## src/sv/harmonic_angle_synthesizer_defines.svh

```systemverilog
// Assertion macros shared by the harmonic angle synthesizer RTL
`ifndef HARMONIC_ANGLE_SYNTHESIZER_DEFINES_SVH
`define HARMONIC_ANGLE_SYNTHESIZER_DEFINES_SVH

// Same-cycle implication, sampled on clk, off while arst_n is low
`define HAS_ASSERT_NOW(label, ante, cons, msg) \
	label: assert property (@(posedge clk) disable iff (!arst_n) (ante) |-> (cons)) \
		else $error(msg);

// Next-cycle implication, sampled on clk, off while arst_n is low
`define HAS_ASSERT_NEXT(label, ante, cons, msg) \
	label: assert property (@(posedge clk) disable iff (!arst_n) (ante) |=> (cons)) \
		else $error(msg);

`endif

```

## src/sv/has_pkg.sv

```systemverilog
// Types, constants and sine table function for the harmonic angle synthesizer
package has_pkg;

	localparam int DEFAULT_HARMONICS  = 3;
	localparam int DEFAULT_SINE_DEPTH = 1024;
	localparam int MAX_HARMONICS      = 3;

	localparam int PHASE_W      = 16;
	localparam int COEF_W       = 24;
	localparam int SINE_W       = 16;
	localparam int QMAG_W       = 15;
	localparam int PROD_W       = COEF_W + SINE_W;
	localparam int PAIR_W       = PROD_W + 1;
	localparam int ACC_W        = PROD_W + 2;
	localparam int ROUND_SHIFT  = 15;
	localparam int OUT_W        = 27;
	localparam int TDATA_IN_W   = 16;
	localparam int TDATA_OUT_W  = 32;
	localparam int CFG_IDX_W    = 4;
	localparam int CFG_DATA_W   = 24;

	localparam logic [PHASE_W-1:0] QUARTER_TURN = 16'h4000;
	localparam logic [63:0] HALF_PI_Q30 = 64'd1686629713;
	localparam logic [63:0] ONE_Q30     = 64'd1073741824;

	typedef enum logic [CFG_IDX_W-1:0] {
		REG_NEUTRAL  = 4'd0,
		REG_CONSTANT = 4'd1,
		REG_SIN1     = 4'd2,
		REG_SIN2     = 4'd3,
		REG_SIN3     = 4'd4,
		REG_COS1     = 4'd5,
		REG_COS2     = 4'd6,
		REG_COS3     = 4'd7
	} has_reg_e;

	typedef struct packed {
		logic signed [COEF_W-1:0]            neutral_position;
		logic signed [COEF_W-1:0]            constant_term;
		logic [MAX_HARMONICS-1:0][COEF_W-1:0] sin_coef;
		logic [MAX_HARMONICS-1:0][COEF_W-1:0] cos_coef;
	} has_cfg_t;

	typedef struct packed {
		logic s1;
		logic s2;
		logic s3;
		logic s4;
		logic s5;
		logic s6;
	} has_stage_en_t;

	// Quarter-wave sine magnitude of entry j out of a (1 << lg)-entry full-turn table.
	// Taylor series to x^9 in Q30 with truncated products, rounded to Q15.
	function automatic logic [QMAG_W-1:0] quarter_sine(input int unsigned j,
			input int unsigned lg);
		logic [63:0] x;
		logic [63:0] x2;
		logic [63:0] t;
		logic [63:0] s;
		logic [63:0] v;
		x  = ((64'(j) << 2) * HALF_PI_Q30) >> lg;
		x2 = (x * x) >> 30;
		t  = ONE_Q30;
		t  = ONE_Q30 - ((x2 * t) >> 30) / 64'd72;
		t  = ONE_Q30 - ((x2 * t) >> 30) / 64'd42;
		t  = ONE_Q30 - ((x2 * t) >> 30) / 64'd20;
		t  = ONE_Q30 - ((x2 * t) >> 30) / 64'd6;
		s  = (x * t) >> 30;
		v  = (s + 64'd16384) >> 15;
		if (v > 64'd32767)
			v = 64'd32767;
		return v[QMAG_W-1:0];
	endfunction

endpackage

```

## src/sv/has_cfg_regs.sv

```systemverilog
// Configuration register file: offset, constant term and harmonic coefficients
module has_cfg_regs import has_pkg::*; (
	input  logic                  clk,
	input  logic                  arst_n,
	input  logic                  cfg_valid,
	output logic                  cfg_ready,
	input  logic [CFG_IDX_W-1:0]  cfg_index,
	input  logic [CFG_DATA_W-1:0] cfg_data,
	output has_cfg_t              cfg
);

	has_cfg_t cfg_q;

	assign cfg_ready = 1'b1;
	assign cfg     = cfg_q;

	always_ff @(posedge clk or negedge arst_n) begin
		if (!arst_n) begin
			cfg_q <= '0;
		end else if (cfg_valid) begin
			unique case (cfg_index)
				REG_NEUTRAL:  cfg_q.neutral_position <= cfg_data;
				REG_CONSTANT: cfg_q.constant_term    <= cfg_data;
				REG_SIN1:     cfg_q.sin_coef[0]      <= cfg_data;
				REG_SIN2:     cfg_q.sin_coef[1]      <= cfg_data;
				REG_SIN3:     cfg_q.sin_coef[2]      <= cfg_data;
				REG_COS1:     cfg_q.cos_coef[0]      <= cfg_data;
				REG_COS2:     cfg_q.cos_coef[1]      <= cfg_data;
				REG_COS3:     cfg_q.cos_coef[2]      <= cfg_data;
				// drop writes past the register list
				default: ;
			endcase
		end
	end

endmodule

```

## config.mk

```make
export PLATFORM = sky130hd
export DESIGN_NAME = has_cfg_regs
export DESIGN_NICKNAME = d
export VERILOG_FILES = /design/src/sv/harmonic_angle_synthesizer_defines.svh /design/src/sv/has_pkg.sv /design/src/sv/has_cfg_regs.sv
export SDC_FILE = /design/constraint.sdc
export NUM_CORES = 1
export LEC_CHECK = 0
export ABC_AREA = 1
export BUFFER_PORTS_ARGS = -buffer_cell sky130_fd_sc_hd__buf_2
export CAP_MARGIN = 20
export CORE_ASPECT_RATIO = 0.5
export CORE_MARGIN = 2
export CORE_UTILIZATION = 50
export DETAILED_ROUTE_END_ITERATION = 10
export PLACE_DENSITY = 0.74
export SLEW_MARGIN = 20
export SYNTH_ARGS = -nofsm -noshare
export SYNTH_HDL_FRONTEND = slang
export SYNTH_SLANG_ARGS = --single-unit
```

## constraint.sdc

```tcl
create_clock -name clk -period 1.76 [get_ports clk]
set_input_delay 0 -clock clk [delete_from_list [all_inputs] [get_ports clk]]
set_output_delay 0 -clock clk [all_outputs]
set_load 0.005 [all_outputs]
```

==> run metrics <==
Crit path buffers/inverters=1; Core ar.=15660 µm²; commonest non-fill, non-tap cell in the layout=nand2_1; r2r setup slk=1.04 ns; post-synthesis average cell area=8.787 µm²; CTS tree=done; antenna violations before repair=0; Tightest Hold Check Type=input pin to async pin; Pleak=0.005702 µW; post-layout minimum cycle time=0.9729 ns; H-tree levels=4; n_diodes=0; drt drc=0; synth top area cells=dfrtp_1, nand2_1, nand4_1, o21bai_1, inv_1; number of global-route vias before repair=6869; launch point of the worst reg-to-reg path=cfg[28]$_DFFE_PN0P_; Worst slew margin=59.58%; top-area cell type share of the netlist area=59.11%; CP endpoint kind=output pin; initial core utilization=51.92%; die height=94.16 µm; worst slew pin tran=0.6056 ns; Post-Route WL=23750 µm; setup violators final=0; worst hold slack=0.03922 ns; GR Util met3=5.814%; outcome=finished, final reports clean; synth unique cells=18; Synth Register Bits=192; drt first pass iters=5; area delta synth->final=25.34%; met2 Usage GRT=45.93%; # nets final=1163; Power Total=12380 µW; placed wire-length estimate=15680 µm; clk sink count=192; CP max stage delay=0.41 ns; Routed Antenna Nets=0; accumulated negative setup slack=0 ns; Finished Core Util=65.07%; Worst EP arrival=0.97 ns; max reg flops=192; Critical-path top delay cell=dfrtp_1; post-CTS setup buffer count=0; most frequent cells in the layout=nand2_1, buf_2, dfrtp_1, nand4_1, inv_1; power per cell area=1215 nW/µm²; maximum capacitance violations=0; detailed-route wire length per cell=17.38 µm; Pins Over Slew Limit=0; CP Max Fanout=2; synth warn=0; Worst EP required=1.76 ns; layout cells sized above 1=25.76%; number of DRC markers in iteration 0=641; maximum clock rate=1.028 GHz; startpoint type of the worst setup path=flip-flop; Seq/Total Area, Yosys=59.11%; kind of critical path=flip-flop to output pin; clk buf depth=2; Clk pin slew, worst setup/hold paths=0.07 ns; period utilization=55.28%; GRT busiest layer=met2; Max VDD drop=756.8 µV; cells after synthesis=925; Vias per Instance=5.220; met1 Track Usage GR=38.67%; row count=32; Root Driver=clkbuf_16; Post-Syn Nets=956; PostCTS Resize Cnt=0; CP startpoint=cfg[158]$_DFFE_PN0P_; pin count of the biggest net entering global routing=67; worst skew pair latency=0.42 ns; endpoints failing hold=0; Die Wd=184.3 µm; critical-path cell list=buf_2; GRT Total Usage=28.18%; area of the mapped netlist=8128 µm²; I/O pin cnt=224; clk_skew=0 ns; Crit path max-delay family=flip-flops; Yosys top cell by area=dfrtp_1; die footprint=17350 µm²; Congestion Overflow GR=0; I/O Buffers=222; GPL Wtd Cong=0.8276; vias=7130; first-pass GRT wire length=37410 µm; number of CTS-inserted buffers=17; total of fill cells in the finished design=1325; unrepaired setup endpoints after global routing=no
[final timing paths]
path / end / cells after the start
setup / recovery: cfg[158] / 1
hold / removal: cfg[112]$_DFFE_PN0P_ / 2
setup reg to reg: cfg[28]$_DFFE_PN0P_ / 3
hold reg to reg: cfg[111]$_DFFE_PN0P_ / 2
max in group asynchronous: cfg[82]$_DFFE_PN0P_ / 3
min in group clk: cfg[157]$_DFFE_PN0P_ / 3
[worst register-to-register path: cells and delay by family (launching register included)]
| family | cells | cell delay [ns] |
|---|---|---|
| AOI/OAI and AO/OA | 1 | 0.09 |
| DFF | 1 | 0.39 |
| buffers and inverters | 1 | 0.05 |
| and+or+nand+nor | 1 | 0.07 |
[routing by layer]
| layer | wire length (µm) | up-vias |
|---|---|---|
| met5 | 0 | - |
| met4 | 308 | 0 |
| met3 | 1601 | 32 |
| met2 | 11380 | 267 |
| met1 | 10460 | 3496 |
| li1 | - | 3335 |
[kinds of logic (layout without fill, tap and decap cells)]
kind of cell | after synthesis | count (layout) | share of synthesized area [%]
buffers and inverters | 137 | 357 | 7.220
other | 1 | 1 | 0.04614
AOI/OAI and AO/OA | 48 | 48 | 4.434
and+or+nand+nor | 547 | 547 | 29.19
DFF | 192 | 192 | 59.11
[what timing repair did]
action | CTS | global route
setup endpoints to repair | 0 | 0
hold buffers | 25 | 0
endpoints found under the hold margin | 384 | 0
[synth_stat cells (all sizes together)]
cell,number
nor2,9
conb,1
dfrtp,192
nand3,7
nand4,96
nand2,435
o21bai,48
inv,54
buf,39
clkbuf,44
[layout make-up]
class                      count  area (µm²)  share of cell area, %
inverter                      54       202.7                  1.990
multi-input combinational    596        2736                  26.86
timing repair buffer         271        1578                  15.49
clock buffer                  21       460.4                  4.520
sequential                   192        4805                  47.16
tap                          221       276.5                  2.714
clock inverter                11       128.9                  1.265
[power by group]
| part | total (µW) | internal (µW) | switching (µW) |
|---|---|---|---|
| registers | 5910 | 5350 | 563 |
| clock network | 3890 | 2180 | 1700 |
| logic | 2580 | 1190 | 1390 |
[stage by stage]
stage               cell area, µm²  cells  setup WS, ns
finish                       10190   1366        0.7871
global route                 10190   1366        0.7296
CTS                          10190   1366        0.7790
detailed placement            9348   1309        0.4359
global placement              9348   1309        0.4668
floorplan                     8128    925        0.9370
(Power assumes the default switching activity.)
